`config.mk`:
```
export PLATFORM = sky130hd
export DESIGN_NAME = chip8_instruction_execute_core
export DESIGN_NICKNAME = d
export VERILOG_FILES = /design/src/hdl/c8x_pkg.sv /design/src/hdl/c8x_exec.sv /design/src/hdl/c8x_stack.sv /design/src/hdl/chip8_instruction_execute_core.sv
export SDC_FILE = /design/constraint.sdc
export NUM_CORES = 1
export LEC_CHECK = 0
export ABC_CLOCK_PERIOD_IN_PS = 8390
export BUFFER_PORTS_ARGS = -buffer_cell sky130_fd_sc_hd__clkbuf_2
export CAP_MARGIN = 20
export CORE_MARGIN = 10
export CORE_UTILIZATION = 39
export CTS_BUF_LIST = sky130_fd_sc_hd__clkbuf_16
export CTS_CLUSTER_SIZE = 20
export DETAILED_ROUTE_END_ITERATION = 6
export GPL_ROUTABILITY_DRIVEN = 0
export HOLD_SLACK_MARGIN = 0.1
export PLACE_DENSITY = 0.66
export REMOVE_ABC_BUFFERS = 1
export SETUP_SLACK_MARGIN = 0.3
export SLEW_MARGIN = 40
export SYNTH_ARGS = -nofsm -noshare
export SYNTH_HDL_FRONTEND = slang
export SYNTH_SLANG_ARGS = --single-unit
export TNS_END_PERCENT = 30
```
`constraint.sdc`:
```
create_clock -name clock -period 8.39 [get_ports clock]
set_clock_uncertainty 0.2 [all_clocks]
set_input_delay 0.4195 -clock clock [delete_from_list [all_inputs] [get_ports clock]]
set_output_delay 0.4195 -clock clock [all_outputs]
set_load 0.02 [all_outputs]
```
`src/hdl/c8x_pkg.sv`:
```
// ----------------------------------------------------------------------------
// CHIP-8 execute package
// Opcode codes, sub-codes and the structures passed between the execute
// logic and the top level.
// ----------------------------------------------------------------------------
package c8x_pkg;

   // Default depth of the return stack.
   localparam int STACK_DEPTH_DEFAULT = 16;

   // Program counter value after reset.
   localparam logic [11:0] START_ADDRESS_RESET = 12'd512;

   // Whole-word system instructions.
   localparam logic [15:0] WORD_HALT = 16'h0000;
   localparam logic [15:0] WORD_CLS  = 16'h00E0;
   localparam logic [15:0] WORD_RET  = 16'h00EE;

   // Index of the flag register.
   localparam logic [3:0] FLAG_REG = 4'hF;

   // Top nibble of the instruction word.
   typedef enum logic [3:0] {
      OP_SYS     = 4'h0,
      OP_JP      = 4'h1,
      OP_CALL    = 4'h2,
      OP_SE_IMM  = 4'h3,
      OP_SNE_IMM = 4'h4,
      OP_SE_REG  = 4'h5,
      OP_LD_IMM  = 4'h6,
      OP_ADD_IMM = 4'h7,
      OP_ALU     = 4'h8,
      OP_SNE_REG = 4'h9,
      OP_LD_I    = 4'hA,
      OP_JP_V0   = 4'hB,
      OP_RND     = 4'hC,
      OP_DRW     = 4'hD,
      OP_SKP     = 4'hE,
      OP_MISC    = 4'hF
   } opcode_type;

   // Low nibble of the register-register ALU group.
   localparam logic [3:0] ALU_LD   = 4'h0;
   localparam logic [3:0] ALU_OR   = 4'h1;
   localparam logic [3:0] ALU_AND  = 4'h2;
   localparam logic [3:0] ALU_XOR  = 4'h3;
   localparam logic [3:0] ALU_ADD  = 4'h4;
   localparam logic [3:0] ALU_SUB  = 4'h5;
   localparam logic [3:0] ALU_SHR  = 4'h6;
   localparam logic [3:0] ALU_SUBN = 4'h7;
   localparam logic [3:0] ALU_SHL  = 4'hE;

   // Low byte of the miscellaneous group.
   localparam logic [7:0] MISC_LD_VX_DT = 8'h07;
   localparam logic [7:0] MISC_LD_DT_VX = 8'h15;
   localparam logic [7:0] MISC_LD_ST_VX = 8'h18;
   localparam logic [7:0] MISC_ADD_I_VX = 8'h1E;

   // Everything the execute logic decides for one instruction.
   typedef struct packed {
      logic        vx_we;
      logic [7:0]  vx_data;
      logic        vf_we;
      logic        vf_flag;
      logic        push;
      logic        pop;
      logic [11:0] push_pc;
      logic [11:0] pc;
      logic [15:0] index;
      logic [7:0]  delay;
      logic [7:0]  sound;
      logic        halted;
      logic        clear_screen;
      logic        draw_request;
      logic [3:0]  draw_x_reg;
      logic [3:0]  draw_y_reg;
      logic [3:0]  draw_rows;
      logic        unsupported;
   } exec_type;

   // One result beat.
   typedef struct packed {
      logic [11:0] next_pc;
      logic [15:0] index_value;
      logic        halted;
      logic        clear_screen;
      logic        draw_request;
      logic [3:0]  draw_x_reg;
      logic [3:0]  draw_y_reg;
      logic [3:0]  draw_rows;
      logic [7:0]  delay_value;
      logic [7:0]  sound_value;
      logic        unsupported;
   } rsp_type;

endpackage

```
`src/hdl/c8x_exec.sv`:
```
// ----------------------------------------------------------------------------
// CHIP-8 instruction decode and execute
// Combinational decode of one instruction word against the current
// architectural state, giving the state updates and the result flags.
// ----------------------------------------------------------------------------
module c8x_exec
   import c8x_pkg::*;
(
   input  logic [15:0] instr,
   input  logic [7:0]  rnd,
   input  logic [7:0]  vx,
   input  logic [7:0]  vy,
   input  logic [7:0]  v0,
   input  logic [11:0] pc,
   input  logic [15:0] index,
   input  logic [7:0]  delay,
   input  logic [7:0]  sound,
   input  logic [11:0] stack_top,
   output exec_type    exec
);

   logic [3:0]  op_nib;
   logic [3:0]  y_idx;
   logic [3:0]  n_nib;
   logic [3:0]  x_idx;
   logic [7:0]  kk;
   logic [11:0] nnn;
   logic [11:0] pc_plus2;
   logic [11:0] pc_plus4;
   logic [8:0]  sum;

   // Instruction fields.
   assign op_nib   = instr[15:12];
   assign x_idx    = instr[11:8];
   assign y_idx    = instr[7:4];
   assign n_nib    = instr[3:0];
   assign kk       = instr[7:0];
   assign nnn      = instr[11:0];
   assign pc_plus2 = pc + 12'd2;
   assign pc_plus4 = pc + 12'd4;
   assign sum      = {1'b0, vx} + {1'b0, vy};

   // Decode and execute. By default the PC steps over the instruction and
   // all other state holds.
   always_comb begin
      exec         = '0;
      exec.pc      = pc_plus2;
      exec.push_pc = pc_plus2;
      exec.index   = index;
      exec.delay   = delay;
      exec.sound   = sound;

      if (instr == WORD_HALT) begin
         exec.halted = 1'b1;
         exec.pc     = pc;
      end else begin
         unique case (opcode_type'(op_nib))
            OP_SYS: begin
               if (instr == WORD_CLS) begin
                  exec.clear_screen = 1'b1;
               end else if (instr == WORD_RET) begin
                  exec.pop = 1'b1;
                  exec.pc  = stack_top;
               end else begin
                  exec.unsupported = 1'b1;
               end
            end
            OP_JP: begin
               exec.pc = nnn;
            end
            OP_CALL: begin
               exec.push = 1'b1;
               exec.pc   = nnn;
            end
            OP_SE_IMM: begin
               if (vx == kk) exec.pc = pc_plus4;
            end
            OP_SNE_IMM: begin
               if (vx != kk) exec.pc = pc_plus4;
            end
            OP_SE_REG: begin
               if (vx == vy) exec.pc = pc_plus4;
            end
            OP_LD_IMM: begin
               exec.vx_we   = 1'b1;
               exec.vx_data = kk;
            end
            OP_ADD_IMM: begin
               exec.vx_we   = 1'b1;
               exec.vx_data = vx + kk;
            end
            OP_ALU: begin
               unique case (n_nib)
                  ALU_LD: begin
                     exec.vx_we   = 1'b1;
                     exec.vx_data = vy;
                  end
                  ALU_OR: begin
                     exec.vx_we   = 1'b1;
                     exec.vx_data = vx | vy;
                  end
                  ALU_AND: begin
                     exec.vx_we   = 1'b1;
                     exec.vx_data = vx & vy;
                  end
                  ALU_XOR: begin
                     exec.vx_we   = 1'b1;
                     exec.vx_data = vx ^ vy;
                  end
                  ALU_ADD: begin
                     exec.vx_we   = 1'b1;
                     exec.vx_data = sum[7:0];
                     exec.vf_we   = 1'b1;
                     exec.vf_flag = sum[8];
                  end
                  ALU_SUB: begin
                     exec.vx_we   = 1'b1;
                     exec.vx_data = vx - vy;
                     exec.vf_we   = 1'b1;
                     exec.vf_flag = (vx >= vy);
                  end
                  ALU_SHR: begin
                     exec.vx_we   = 1'b1;
                     exec.vx_data = {1'b0, vx[7:1]};
                     exec.vf_we   = 1'b1;
                     exec.vf_flag = vx[0];
                  end
                  ALU_SUBN: begin
                     exec.vx_we   = 1'b1;
                     exec.vx_data = vy - vx;
                     exec.vf_we   = 1'b1;
                     exec.vf_flag = (vy >= vx);
                  end
                  ALU_SHL: begin
                     exec.vx_we   = 1'b1;
                     exec.vx_data = {vx[6:0], 1'b0};
                     exec.vf_we   = 1'b1;
                     exec.vf_flag = vx[7];
                  end
                  default: begin
                     exec.unsupported = 1'b1;
                  end
               endcase
            end
            OP_SNE_REG: begin
               if (vx != vy) exec.pc = pc_plus4;
            end
            OP_LD_I: begin
               exec.index = {4'b0000, nnn};
            end
            OP_JP_V0: begin
               exec.pc = nnn + {4'b0000, v0};
            end
            OP_RND: begin
               exec.vx_we   = 1'b1;
               exec.vx_data = rnd & kk;
            end
            OP_DRW: begin
               exec.draw_request = 1'b1;
               exec.draw_x_reg   = x_idx;
               exec.draw_y_reg   = y_idx;
               exec.draw_rows    = n_nib;
            end
            OP_SKP: begin
               exec.unsupported = 1'b1;
            end
            OP_MISC: begin
               unique case (kk)
                  MISC_LD_VX_DT: begin
                     exec.vx_we   = 1'b1;
                     exec.vx_data = delay;
                  end
                  MISC_LD_DT_VX: begin
                     exec.delay = vx;
                  end
                  MISC_LD_ST_VX: begin
                     exec.sound = vx;
                  end
                  MISC_ADD_I_VX: begin
                     exec.index = index + {8'h00, vx};
                  end
                  default: begin
                     exec.unsupported = 1'b1;
                  end
               endcase
            end
            default: begin
               exec.unsupported = 1'b1;
            end
         endcase
      end
   end

endmodule

```
`src/hdl/c8x_stack.sv`:
```
// ----------------------------------------------------------------------------
// CHIP-8 return stack
// Circular return-address stack held in a memory, with the top entry kept
// in a register and the entry below it prefetched every cycle.
// ----------------------------------------------------------------------------
module c8x_stack
   import c8x_pkg::*;
#(
   parameter int DEPTH = STACK_DEPTH_DEFAULT
)
(
   input  logic        clock,
   input  logic        reset,
   input  logic        push,
   input  logic        pop,
   input  logic [11:0] push_data,
   output logic [11:0] top
);

   localparam int SP_W = $clog2(DEPTH);
   localparam logic [SP_W-1:0] SP_LAST = SP_W'(DEPTH - 1);

   logic [11:0]     mem [DEPTH];
   logic [SP_W-1:0] sp_ff;
   logic [SP_W-1:0] sp_in;
   logic [SP_W-1:0] rd_addr;
   logic [11:0]     rd_ff;
   logic [11:0]     top_ff;
   logic [11:0]     top_in;

   // Pointer wraps at the stack depth in both directions.
   always_comb begin
      sp_in = sp_ff;
      if (push) begin
         sp_in = (sp_ff == SP_LAST) ? '0 : sp_ff + 1'b1;
      end else if (pop) begin
         sp_in = (sp_ff == '0) ? SP_LAST : sp_ff - 1'b1;
      end
   end

   // The entry below the new top is read ahead, ready for the next return.
   assign rd_addr = (sp_in == '0) ? SP_LAST : sp_in - 1'b1;

   // Top of stack follows a call directly and a return from the prefetch.
   always_comb begin
      top_in = top_ff;
      if (push) begin
         top_in = push_data;
      end else if (pop) begin
         top_in = rd_ff;
      end
   end

   always_ff @(posedge clock) begin
      if (reset) begin
         sp_ff <= '0;
      end else begin
         sp_ff <= sp_in;
      end
   end

   // Memory and cached top; contents are undefined until written.
   always_ff @(posedge clock) begin
      if (push) begin
         mem[sp_in] <= push_data;
      end
      rd_ff  <= mem[rd_addr];
      top_ff <= top_in;
   end

   assign top = top_ff;

endmodule

```
`src/hdl/chip8_instruction_execute_core.sv`:
```
// ----------------------------------------------------------------------------
// CHIP-8 instruction execute core
// Executes one CHIP-8 instruction per beat against its own register file,
// program counter, index register, timers and return stack.
// ----------------------------------------------------------------------------
// The core takes one instruction beat per clock cycle while the result side
// is ready, and returns one result beat for each. An accepted instruction
// goes into an input register, is decoded and executed against the
// architectural state, and its result lands in an output register while the
// state updates at the same edge. The result is therefore offered once it has
// passed the input register and then the output register. The input register
// takes a new beat whenever it is empty or its instruction executes in the
// same cycle. While a result waits, it holds one more instruction and then
// stops the input until the result side is ready again. Back-to-back
// instructions see the state left by their predecessor. The return stack
// lives in a memory whose top entry is cached in a register and whose next
// entry down is prefetched every cycle, so calls and returns also run at
// full rate. The configuration port drives no register: writes to it have no
// effect, and the program counter always starts at 512 after reset.
module chip8_instruction_execute_core
   import c8x_pkg::*;
#(
   parameter int STACK_DEPTH = STACK_DEPTH_DEFAULT
)
(
   input  logic        clock,
   input  logic        reset,
   // Configuration port
   input  logic        csr_wr_en,
   input  logic [11:0] csr_wr_data,
   // Instruction channel
   input  logic        req_valid,
   output logic        req_ready,
   input  logic [15:0] req_instruction_word,
   input  logic [7:0]  req_random_byte,
   // Result channel
   output logic        rsp_valid,
   input  logic        rsp_ready,
   output logic [11:0] rsp_next_pc,
   output logic [15:0] rsp_index_value,
   output logic        rsp_halted,
   output logic        rsp_clear_screen,
   output logic        rsp_draw_request,
   output logic [3:0]  rsp_draw_x_reg,
   output logic [3:0]  rsp_draw_y_reg,
   output logic [3:0]  rsp_draw_rows,
   output logic [7:0]  rsp_delay_value,
   output logic [7:0]  rsp_sound_value,
   output logic        rsp_unsupported
);

   logic        in_valid_ff;
   logic        in_valid_in;
   logic [15:0] instr_ff;
   logic [15:0] instr_in;
   logic [7:0]  rnd_ff;
   logic [7:0]  rnd_in;
   logic        rsp_valid_ff;
   logic        rsp_valid_in;
   rsp_type     rsp_ff;
   rsp_type     rsp_in;
   logic [7:0]  regs_ff [16];
   logic [7:0]  regs_in [16];
   logic [11:0] pc_ff;
   logic [11:0] pc_in;
   logic [15:0] index_ff;
   logic [15:0] index_in;
   logic [7:0]  delay_ff;
   logic [7:0]  delay_in;
   logic [7:0]  sound_ff;
   logic [7:0]  sound_in;
   logic        exec_fire;
   logic [3:0]  x_idx;
   logic [3:0]  y_idx;
   logic [11:0] stack_top;
   exec_type    exec;

   // An instruction executes when the result register is free or emptying.
   assign exec_fire = in_valid_ff && (!rsp_valid_ff || rsp_ready);
   assign req_ready = !in_valid_ff || exec_fire;

   // Input register.
   always_comb begin
      in_valid_in = in_valid_ff;
      instr_in    = instr_ff;
      rnd_in      = rnd_ff;
      if (req_valid && req_ready) begin
         in_valid_in = 1'b1;
         instr_in    = req_instruction_word;
         rnd_in      = req_random_byte;
      end else if (exec_fire) begin
         in_valid_in = 1'b0;
      end
   end

   // Register file reads.
   assign x_idx = instr_ff[11:8];
   assign y_idx = instr_ff[7:4];

   c8x_exec u_exec (
      .instr     (instr_ff),
      .rnd       (rnd_ff),
      .vx        (regs_ff[x_idx]),
      .vy        (regs_ff[y_idx]),
      .v0        (regs_ff[0]),
      .pc        (pc_ff),
      .index     (index_ff),
      .delay     (delay_ff),
      .sound     (sound_ff),
      .stack_top (stack_top),
      .exec      (exec)
   );

   c8x_stack #(
      .DEPTH (STACK_DEPTH)
   ) u_stack (
      .clock     (clock),
      .reset     (reset),
      .push      (exec_fire && exec.push),
      .pop       (exec_fire && exec.pop),
      .push_data (exec.push_pc),
      .top       (stack_top)
   );

   // Architectural state update; the flag write comes last so it wins on VF.
   always_comb begin
      regs_in  = regs_ff;
      pc_in    = pc_ff;
      index_in = index_ff;
      delay_in = delay_ff;
      sound_in = sound_ff;
      if (exec_fire) begin
         pc_in    = exec.pc;
         index_in = exec.index;
         delay_in = exec.delay;
         sound_in = exec.sound;
         if (exec.vx_we) begin
            regs_in[x_idx] = exec.vx_data;
         end
         if (exec.vf_we) begin
            regs_in[FLAG_REG] = {7'b0000000, exec.vf_flag};
         end
      end
   end

   // Result register.
   always_comb begin
      rsp_valid_in = rsp_valid_ff;
      rsp_in       = rsp_ff;
      if (exec_fire) begin
         rsp_valid_in        = 1'b1;
         rsp_in.next_pc      = exec.pc;
         rsp_in.index_value  = exec.index;
         rsp_in.halted       = exec.halted;
         rsp_in.clear_screen = exec.clear_screen;
         rsp_in.draw_request = exec.draw_request;
         rsp_in.draw_x_reg   = exec.draw_x_reg;
         rsp_in.draw_y_reg   = exec.draw_y_reg;
         rsp_in.draw_rows    = exec.draw_rows;
         rsp_in.delay_value  = exec.delay;
         rsp_in.sound_value  = exec.sound;
         rsp_in.unsupported  = exec.unsupported;
      end else if (rsp_ready) begin
         rsp_valid_in = 1'b0;
      end
   end

   // Control and architectural registers.
   always_ff @(posedge clock) begin
      if (reset) begin
         in_valid_ff  <= 1'b0;
         rsp_valid_ff <= 1'b0;
         regs_ff      <= '{default: 8'h00};
         pc_ff        <= START_ADDRESS_RESET;
         index_ff     <= '0;
         delay_ff     <= '0;
         sound_ff     <= '0;
      end else begin
         in_valid_ff  <= in_valid_in;
         rsp_valid_ff <= rsp_valid_in;
         regs_ff      <= regs_in;
         pc_ff        <= pc_in;
         index_ff     <= index_in;
         delay_ff     <= delay_in;
         sound_ff     <= sound_in;
      end
   end

   // Payload registers.
   always_ff @(posedge clock) begin
      instr_ff <= instr_in;
      rnd_ff   <= rnd_in;
      rsp_ff   <= rsp_in;
   end

   // Result outputs.
   assign rsp_valid        = rsp_valid_ff;
   assign rsp_next_pc      = rsp_ff.next_pc;
   assign rsp_index_value  = rsp_ff.index_value;
   assign rsp_halted       = rsp_ff.halted;
   assign rsp_clear_screen = rsp_ff.clear_screen;
   assign rsp_draw_request = rsp_ff.draw_request;
   assign rsp_draw_x_reg   = rsp_ff.draw_x_reg;
   assign rsp_draw_y_reg   = rsp_ff.draw_y_reg;
   assign rsp_draw_rows    = rsp_ff.draw_rows;
   assign rsp_delay_value  = rsp_ff.delay_value;
   assign rsp_sound_value  = rsp_ff.sound_value;
   assign rsp_unsupported  = rsp_ff.unsupported;

endmodule

```
# Yosys cells after proc, flatten, opt, wreduce, memory -nomap -nowiden
# Memory sizes are Yosys's and may differ from the RTL's. A register that Yosys moved wholly into a read port is not among the register bits.
# Cells that the tools add are included.
[classes]
eq_ne = 34
n_reduce_logical = 25
n_addsub = 11
bitwise = 8
order_cmp = 5
n_mux = 56
[ops]
columns = ["op", "n"]
rows = [
  ["$bwmux 128", 1],
  ["$mux 12", 9],
  ["$pmux 12 s7", 1],
  ["$pmux 9 s9", 1],
  ["$mux 8", 9],
  ["$bmux 8 s4", 2],
  ["$pmux 9 s5", 1],
  ["$eq 4x4->1 const B", 10],
  ["$demux 8 s4", 1],
  ["$eq 16x8->1 const B", 2],
  ["$eq 4x3->1 const B", 8],
  ["$mux 16", 2],
  ["$mux 32", 1],
  ["$pmux 16 s2", 1],
  ["$mux 13", 2],
  ["$eq 8x5->1 const B", 3],
  ["$mux 4", 5],
  ["$add 16x8->16", 1],
  ["$and 8x8->8", 2],
  ["$eq 4x2->1 const B", 4],
  ["$eq 8x8->1", 2],
  ["$ge 8x8->1", 2],
  ["$logic_not 16->1", 1],
  ["$logic_not 4->1", 4],
  ["other kinds (30)", 64],
]
[totals]
ram_bits = 192
output_inout_bits = 62
in_bits = 41
word_cells = 177
ff_bits = 274
mem_count = 1
[memory_table]
columns = ["name", "depth", "width", "read_ports", "rd_clocked_by_memory_dff", "write_ports", "line_no", "text"]
rows = [
  ["u_stack.mem", 16, 12, 1, 1, 1, "c8x_stack.sv:23", "logic [11:0] mem [DEPTH];"],
]

# Longest topological paths before layout
# Gate-level depths: netlist of run 1.
[logic_depth]
depth_word = 13
ltp_mapped = 20
ltp_nobuf = 15

# Modules after synthesis
# A second synthesis of run 1 with hierarchy kept.
[unflattened]
hier_cells = 2177
hier_area_um2 = 25032.8
[by_module_without_submodules]
columns = ["mod", "area_per_inst_um2", "cells_each", "n_inst", "seq_area_each_um2"]
rows = [
  ["chip8_instruction_execute_core", 11029.3, 894, 1, 6005.8],
  ["c8x_stack", 8968.6, 543, 1, 6446.2],
  ["c8x_exec", 5034.8, 740, 1, 0.0],
]

# Worst setup path after synthesis of run 1
# OpenSTA, ideal clock, no wires.
[synth_timing]
path_type = "flip-flop to flip-flop"
start = "reg instr_ff[8]"
end = "reg u_stack.rd_ff[5], read port of u_stack.mem"
t_required_ns = 8.056
slack_ns = 2.871
path_stages_with_launch = 15
setup_ns = 0.134
n_path_buf = 6
arrival_time_ns = 5.185
period_less_slack_ns = 5.519
cell_sequence = "edfxtp_1 -> buf_6 -> or4_1 -> clkbuf_1 -> or4_1 -> buf_2 -> o21ai_0 -> a31oi_2 -> ha_1 -> clkbuf_1 -> clkbuf_1 -> clkbuf_1 -> mux4_2 -> a22oi_2 -> o221ai_2"
[synth_via]
elab_chain_len = 10
word_cells_on_any_way = 14
cone_classes = "add/sub: 1; eq/ne: 2; mux: 7; reduce/logical: 4"
[synth_lines]
columns = ["element", "line_no", "text"]
rows = [
  ["start, declared", "chip8_instruction_execute_core.sv:54", "logic [15:0] instr_ff;"],
  ["start signal, assigned", "chip8_instruction_execute_core.sv:191", "instr_ff <= instr_in;"],
  ["$eq 16x8->1", "c8x_exec.sv:61", "end else if (instr == WORD_RET) begin"],
  ["$mux 1", "c8x_exec.sv:61", ""],
  ["$mux 1", "c8x_exec.sv:59", "if (instr == WORD_CLS) begin"],
  ["$mux 1", "c8x_exec.sv:57", "unique case (opcode_type'(op_nib))"],
  ["$mux 13 (*)", "c8x_exec.sv:53", "if (instr == WORD_HALT) begin"],
  ["$logic_and 1x1->1", "chip8_instruction_execute_core.sv:120", ".pop (exec_fire && exec.pop),"],
  ["$mux 4", "c8x_stack.sv:36", "end else if (pop) begin"],
  ["$mux 4 (*)", "c8x_stack.sv:34", "if (push) begin"],
  ["$sub 4x1->4 or $logic_not 4->1 (tied branches)", "c8x_stack.sv:42", "assign rd_addr = (sp_in == '0) ? SP_LAST : sp_in - 1'b1;"],
  ["$mux 4 (*)", "c8x_stack.sv:42", ""],
  ["end, declared", "c8x_stack.sv:27", "logic [11:0] rd_ff;"],
]
# Every way passes the cells marked *; elsewhere a longest branch is shown, timed or not.
# A chain may end at the register's enable or synchronous reset.

==> results of run 1 <==
## routing by layer
| layer | track usage [%] | vias to the layer above |
|---|---|---|
| met5 | 0 | - |
| met4 | 6.47 | 0 |
| met3 | 3.98 | 158 |
| met2 | 28.5 | 931 |
| met1 | 24.9 | 8863 |
| li1 | - | 8179 |
## power breakdown
group	internal [mW]	switching (mW)	total, mW
Sequential	2.53	0.0296	2.56
Combinational	0.117	0.252	0.369
Clock	1.15	0.934	2.08
Total	3.80	1.22	5.02
## kinds of logic after synthesis
group | synth area share (%)
adders and majority gates | 3.88
muxes | 13.6
AOI/OAI and AO/OA | 14.3
xor gates and xnor gates | 1.57
and+or+nand+nor | 11.4
DFF | 51.8
buffers and inverters | 3.50
## cell usage after synthesis (all sizes together), types with 6 or more instances
library cell,count
a221oi,36
o221ai,17
o21ai,102
dfxtp,190
nor3,53
mux4,105
a31oi,9
clkbuf,121
o21a,11
fa,6
nor2b,16
and2,14
mux2,10
a211oi,81
a21oi,119
xnor2,31
nor4,13
mux2i,78
and3,7
buf,31
a21o,15
edfxtp,288
nand2,156
or4,12
a221o,7
o211ai,12
nor2,262
ha,65
nand2b,15
o21ba,6
nand3,29
or3,8
inv,55
o21bai,12
xor2,12
nand4,8
a22oi,36
## final cells by class
class | count | area [um^2] | area share, %
antenna | 1 | 2.50 | 0.00918
clock buffer | 50 | 1250 | 4.59
clock inverter | 42 | 280 | 1.03
inverter | 57 | 216 | 0.794
multi-input combinational | 1425 | 10800 | 39.8
sequential | 478 | 12500 | 45.7
tap | 782 | 978 | 3.59
timing repair buffer | 184 | 1230 | 4.51
## worst min-delay path: cells and delay by family (launching register included)
kind               cells  cell delay [ns]
DFF                    1             0.32
AOI/OAI and AO/OA      1             0.05
and+or+nand+nor        1             0.06
## metrics by stage
stage | util, % | area [um^2] | total power [mW]
global placement | 41.8 | 25300 | 2.96
CTS | 44.8 | 27200 | 5.06
finish | 44.9 | 27300 | 5.02
detailed placement | 41.9 | 25400 | 2.97
floorplan | - | 23400 | 2.82
global route | 44.9 | 27300 | 5.19
## what timing repair did
action / in CTS / in global routing
hold buffers: 27 / 0
hold endpoints to repair: 49 / 0
endpoints found under the setup margin: 0 / 0
## path summary, 6_finish.rpt
check	start	end	cells past startpoint
worst max-delay path	instr_ff[9]$_DFFE_PP_	rsp_next_pc[4]$_DFFE_PP_	14
worst min-delay path	index_ff[3]$_SDFFE_PP0P_	index_ff[3]$_SDFFE_PP0P_	2
worst max register to register	instr_ff[9]$_DFFE_PP_	rsp_next_pc[4]$_DFFE_PP_	14
worst min register to register	index_ff[3]$_SDFFE_PP0P_	index_ff[3]$_SDFFE_PP0P_	2
## placed cells by master, fill, tap and decap left out, types with 31 or more instances in the layout
cell / Yosys / routed
clkbuf_16: 0 / 50
mux4_2: 104 / 104
a221oi_1: 36 / 35
mux2i_1: 78 / 78
clkbuf_2: 0 / 88
inv_1: 55 / 71
nor2_1: 262 / 251
dfxtp_1: 190 / 190
edfxtp_1: 288 / 288
o21ai_0: 99 / 97
nor3_1: 53 / 50
a22oi_1: 35 / 35
a21oi_1: 119 / 118
a211oi_1: 80 / 79
nand2_1: 156 / 156
buf_4: 1 / 67
xnor2_1: 31 / 31
ha_1: 65 / 64
==> reports/qor.yml, run 1 <==
worst_setup_path:
  cp.buffers_inverters: 2
  timing_worst_setup_path_type: "register to register"
  cp-start-kind: "register"
  critical_path_required_ns: 8.53
  ff2ff_setup_slack_ns: 2.32
  critPathCaptureType: "register"
  timing.critical_path.max_delay_family: "compound AO/OA/AOI/OAI gates"
  arrival_ns: 6.21
  crit_fanout: 38
  critical_path.cell_chain: "buf_4 > mux4_2 > mux4_2 > inv_1 > ha_1 > nor4_1 > a21oi_1 > o21ai_0 > o211ai_1 > o211ai_1 > o311ai_0 > or3_1 > a221oi_1 > a21oi_1"
  critical-path-slowest-cell: "nor4_1"
  critical-path-max-stage-delay_ns: 0.72
timing:
  post-route-worst-setup-slack_ns: 2.32
  post-route-period-util_pct: 72.4
  worst_pin_slew_ns: 0.924
  setup_repair_after_global_routing_missed_its_margin: "false"
  max_slew_margin_pct: 38.2
  hold_viol: 0
  timing.final.max_slew_violations: 0
  finalSetupTns_ns: 0
  whs_ns: 0.276
  fmax_ghz: 0.165
  finalWorstPathRequiredPeriod_ns: 6.07
  setup_viol: 0
die:
  pin_count: 103
  placementRows: 90
  horizontal_die_dimension_um: 268
  die_h_um: 268
  dieArea_um2: 71900
  initial_utilization_pct: 39.6
  core_region_area_um2: 60700
global_routing:
  track_usage_pct: 18.3
  antenna_found_initial: 1
  number_of_global_route_vias_before_repair: 17400
  grt.overflow.total: 0
  pin_count_of_the_biggest_net_entering_global_routing: 91
  grt_first_pass_wirelength_mm: 103
clock_tree:
  cts_root_buf: "clkbuf_16"
  insertion_delay_ns: 0.62
  clock_pin_slew_worst_setup_and_hold_paths_ns: 0.06
  cts-root-to-sink-buffers: 3
  cts_repair_resize_count: 0
  postCtsSetupRepairBufs: 0
  cts.sinks: 478
  tritoncts: "yes"
  cts-buffers-inserted: 50
  cts_h_tree_depth: 2
cells_and_area:
  drive_above_1_share_pct: 17.0
  fin_cells: 3019
  registers_with_the_most_flip_flops: "u_stack.mem: 192 flops, regs_ff: 128 flops"
  num-fill-cells: 5454
  largest_register_ffs: 192
  finalNetCount: 2308
  area_growth_syn_to_layout_pct: 13.4
  top_register: "u_stack.mem"
synth:
  synth_largest_area_cell: "edfxtp_1"
  async_reset_ff_share_pct: 0
  post_synth.cell_area_avg_um2: 11.4
  top_area_cell_type_share_of_the_netlist_area_pct: 36.0
  synth-main-ff-cell: "edfxtp_1"
  yosysSeqAreaShare_pct: 51.8
  synth_enable_flop_cells: 288
  netlist_top_cells_area: "edfxtp_1 36%, dfxtp_1 16%, mux4_2 9.7%, nor2_1 4.1%, ha_1 3.4%"
  synth_cell_types: 77
  ys_seq_elements: 478
  ys.warnings.count: 0
  syn-cell-area_um2: 24000
  syn-instance-count: 2112
placed_design:
  post-dp-hpwl_mm: 44.9
  port-buffer-count: 89
  placed_cell_count: 2899
  dp_worst_setup_slack_ns: 2.47
run_status:
  outcome: "finished, violations left"
  violations: "design-rule violations"
routing:
  post_drt_wl_per_cell_um: 22.3
  detailroute.via_count: 18100
  top_layer: "met4"
  viasPerCell: 6.01
  drt-pass1-iter-count: 7
  routed_wl_mm: 67.5
  drc: 1
  m1WireLength_mm: 28.0
  ant_nets: 0
  routed-wl-met3_mm: 6.67
  routed-wl-met2_mm: 30.6
  detail_route.iter0.violations: 1873
pwr:
  static-leakage-power_nw: 9.33
  worst_ir_drop_vdd_mv: 0.152
  power_density_nw_per_um2: 184
worst_hold_path:
  hp-class: "register to register"
run:
  drv_cap: 0
Power figures use the tool's default switching activity.
==> run 2: changes to the inputs <==
--- a/config.mk
+++ b/config.mk
@@ -5,7 +5,7 @@
 export SDC_FILE = /design/constraint.sdc
 export NUM_CORES = 1
 export LEC_CHECK = 0
-export ABC_CLOCK_PERIOD_IN_PS = 8390
+export ABC_CLOCK_PERIOD_IN_PS = 5800
 export BUFFER_PORTS_ARGS = -buffer_cell sky130_fd_sc_hd__clkbuf_2
 export CAP_MARGIN = 20
 export CORE_MARGIN = 10
==> constraint.sdc (replaced) <==
create_clock -name clock -period 5.8 [get_ports clock]
set_clock_uncertainty 0.2 [all_clocks]
set_input_delay 0.29 -clock clock [delete_from_list [all_inputs] [get_ports clock]]
set_output_delay 0.29 -clock clock [all_outputs]
set_load 0.02 [all_outputs]
==> run 2 against run 1 <==
  * The flow still finishes with violations (design-rule violations)
  * Wire length fell by 0.11%
  * Register-to-register slack worse by 1.8 ns
  * Count of clock-buffer cells in the layout unchanged
==> reports/qor.yml, run 2 (synthesized netlist as in run 1, its figures left out) <==
worst_setup_path:
  arrival_ns: 5.49
  critPathCaptureType: "register"
  cp-start-kind: "register"
  timing.critical_path.max_delay_family: "compound AO/OA/AOI/OAI gates"
  critical_path.cell_chain: "buf_12 > mux4_2 > mux4_2 > ha_1 > fa_1 > a21o_1 > a21oi_1 > or3_1 > nand4_1 > a2111oi_0 > a21oi_1 > o21a_1 > nor2_1 > buf_4 > a211oi_1"
  critical-path-max-stage-delay_ns: 0.59
  crit_fanout: 28
  timing_worst_setup_path_type: "register to register"
  critical_path_required_ns: 6.04
  cp.buffers_inverters: 2
  critical-path-slowest-cell: "edfxtp_1"
timing:
  fmax_ghz: 0.191
  setup_repair_after_global_routing_missed_its_margin: "false"
  finalWorstPathRequiredPeriod_ns: 5.25
  post-route-worst-setup-slack_ns: 0.553
  setup_viol: 0
  worst_pin_slew_ns: 0.914
  max_slew_margin_pct: 38.5
  timing.final.max_slew_violations: 0
  post-route-period-util_pct: 90.5
  hold_viol: 0
cells_and_area:
  layout.cells.most_common_list: "288 x edfxtp_1, 254 x nor2_1, 190 x dfxtp_1, 156 x nand2_1, 119 x a21oi_1"
  top_register: "u_stack.mem"
  drive_above_1_share_pct: 18.8
  registers_with_the_most_flip_flops: "u_stack.mem: 192 flops, regs_ff: 128 flops"
  mostFrequentLayoutCell: "edfxtp_1"
  area_growth_syn_to_layout_pct: 15.2
  finalNetCount: 2351
  largest_register_ffs: 192
  final_area_um2: 27700
clock_tree:
  cts-root-to-sink-buffers: 3
  cts_h_tree_depth: 2
  cts_root_buf: "clkbuf_16"
  tritoncts: "yes"
  cts-buffers-inserted: 49
  cts.sinks: 478
  insertion_delay_ns: 0.60
  clock_pin_slew_worst_setup_and_hold_paths_ns: 0.06
pwr:
  worst_ir_drop_vdd_mv: 0.173
  power_density_nw_per_um2: 267
  static-leakage-power_nw: 9.56
  total_power_mw: 7.39
die:
  pin_count: 103
  placementRows: 90
  dieArea_um2: 71900
  horizontal_die_dimension_um: 268
  die_h_um: 268
  initial_utilization_pct: 39.6
  core_region_area_um2: 60700
routing:
  viasPerCell: 5.94
  detail_route.iter0.violations: 1722
  detailroute.via_count: 18200
  post_drt_wl_per_cell_um: 22.0
  drc: 9
  drt-pass1-iter-count: 7
  routed_wl_mm: 67.4
  ant_nets: 0
placed_design:
  dpl-instance-area_um2: 25700
  dp_worst_setup_slack_ns: 0.0960
  post-dp-hpwl_mm: 46.1
  port-buffer-count: 89
run_status:
  outcome: "finished, violations left"
  violations: "design-rule violations"
global_routing:
  grt.overflow.total: 0
  grt_first_pass_wirelength_mm: 103
  pin_count_of_the_biggest_net_entering_global_routing: 102
  antenna_found_initial: 1
  track_usage_pct: 18.3
  number_of_global_route_vias_before_repair: 17600
run:
  drv_cap: 0
worst_hold_path:
  hp-class: "input port to register"
run 2: cell count changes in the layout (fill, tap and decap cells not counted), moves of 2 or more:
cell / change
buf_4: +37
inv_1: -11
clkinv_2: +8
buf_12: +6
clkinv_1: -5
bufinv_16: +3
clkinvlp_4: +3
nor2_1: +3
nor2_2: -3
o21ai_2: -2
run 2: per-stage QoR:
step | cells | hold slack, ns | utilization (%) | TNS [ns]
floorplan | 1960 | 0.159 | - | -12.53
detailed placement | 2936 | 0.269 | 42.4 | 0
finish | 3061 | 0.208 | 45.6 | 0
CTS | 3060 | 0.182 | 45.6 | 0
global placement | 2936 | 0.254 | 42.3 | 0
global route | 3061 | 0.204 | 45.6 | 0
run 2: worst reg2reg max path: cells and delay by family (launching register included):
family / cells / cell delay, ns
adder cells (fa/ha/maj): 2 / 0.75
AO/OA/AOI/OAI: 6 / 1.50
flip-flops: 1 / 0.59
multiplexers: 2 / 1.13
buffers and inverters: 2 / 0.50
AND/OR/NAND/NOR: 3 / 0.41
run 2: cell type report:
type / instances / area (um^2)
clock buffer: 50 / 1250
tap: 782 / 978
inverter: 57 / 216
antenna: 1 / 2.50
multi-input combinational: 1425 / 10800
sequential: 478 / 12500
fill: 5432 / 33000
timing repair buffer: 228 / 1640
clock inverter: 40 / 347
run 2: worst paths after layout:
path / startpoint / to / slack, ns / cells after the start
max: instr_ff[5]$_DFFE_PP_ / regs_ff[76]$_SDFFE_PP0P_ / 0.55 / 15
min: req_random_byte[3] / rnd_ff[3]$_DFFE_PP_ / 0.21 / 2
max reg2reg: instr_ff[5]$_DFFE_PP_ / regs_ff[76]$_SDFFE_PP0P_ / 0.55 / 15
min reg2reg: delay_ff[5]$_SDFFE_PP0P_ / delay_ff[5]$_SDFFE_PP0P_ / 0.28 / 2
run 2: layer usage:
metal / track usage (%) / share of wire, % / vias up
met5: 0 / 0 / -
met4: 6.35 / 3.0 / 0
met3: 4.00 / 9.6 / 135
met2: 28.5 / 46 / 856
met1: 24.7 / 42 / 8954
li1: - / - / 8245
run 2: what timing repair did:
action                                  in CTS  in global routing
endpoints found under the hold margin       56                  0
setup buffers                                6                  0
pin swaps                                    0                  0
resized for setup                            0                  2
hold buffers                                28                  0
endpoints found under the setup margin       7                  1
run 2: where the power goes:
| group | switching, mW | total, mW | internal, mW | leakage (nW) |
|---|---|---|---|---|
| Combinational | 0.358 | 0.542 | 0.185 | 4.58 |
| Clock | 1.34 | 3.14 | 1.80 | 0.800 |
| Sequential | 0.0487 | 3.71 | 3.67 | 4.18 |
| Total | 1.74 | 7.39 | 5.65 | 9.56 |
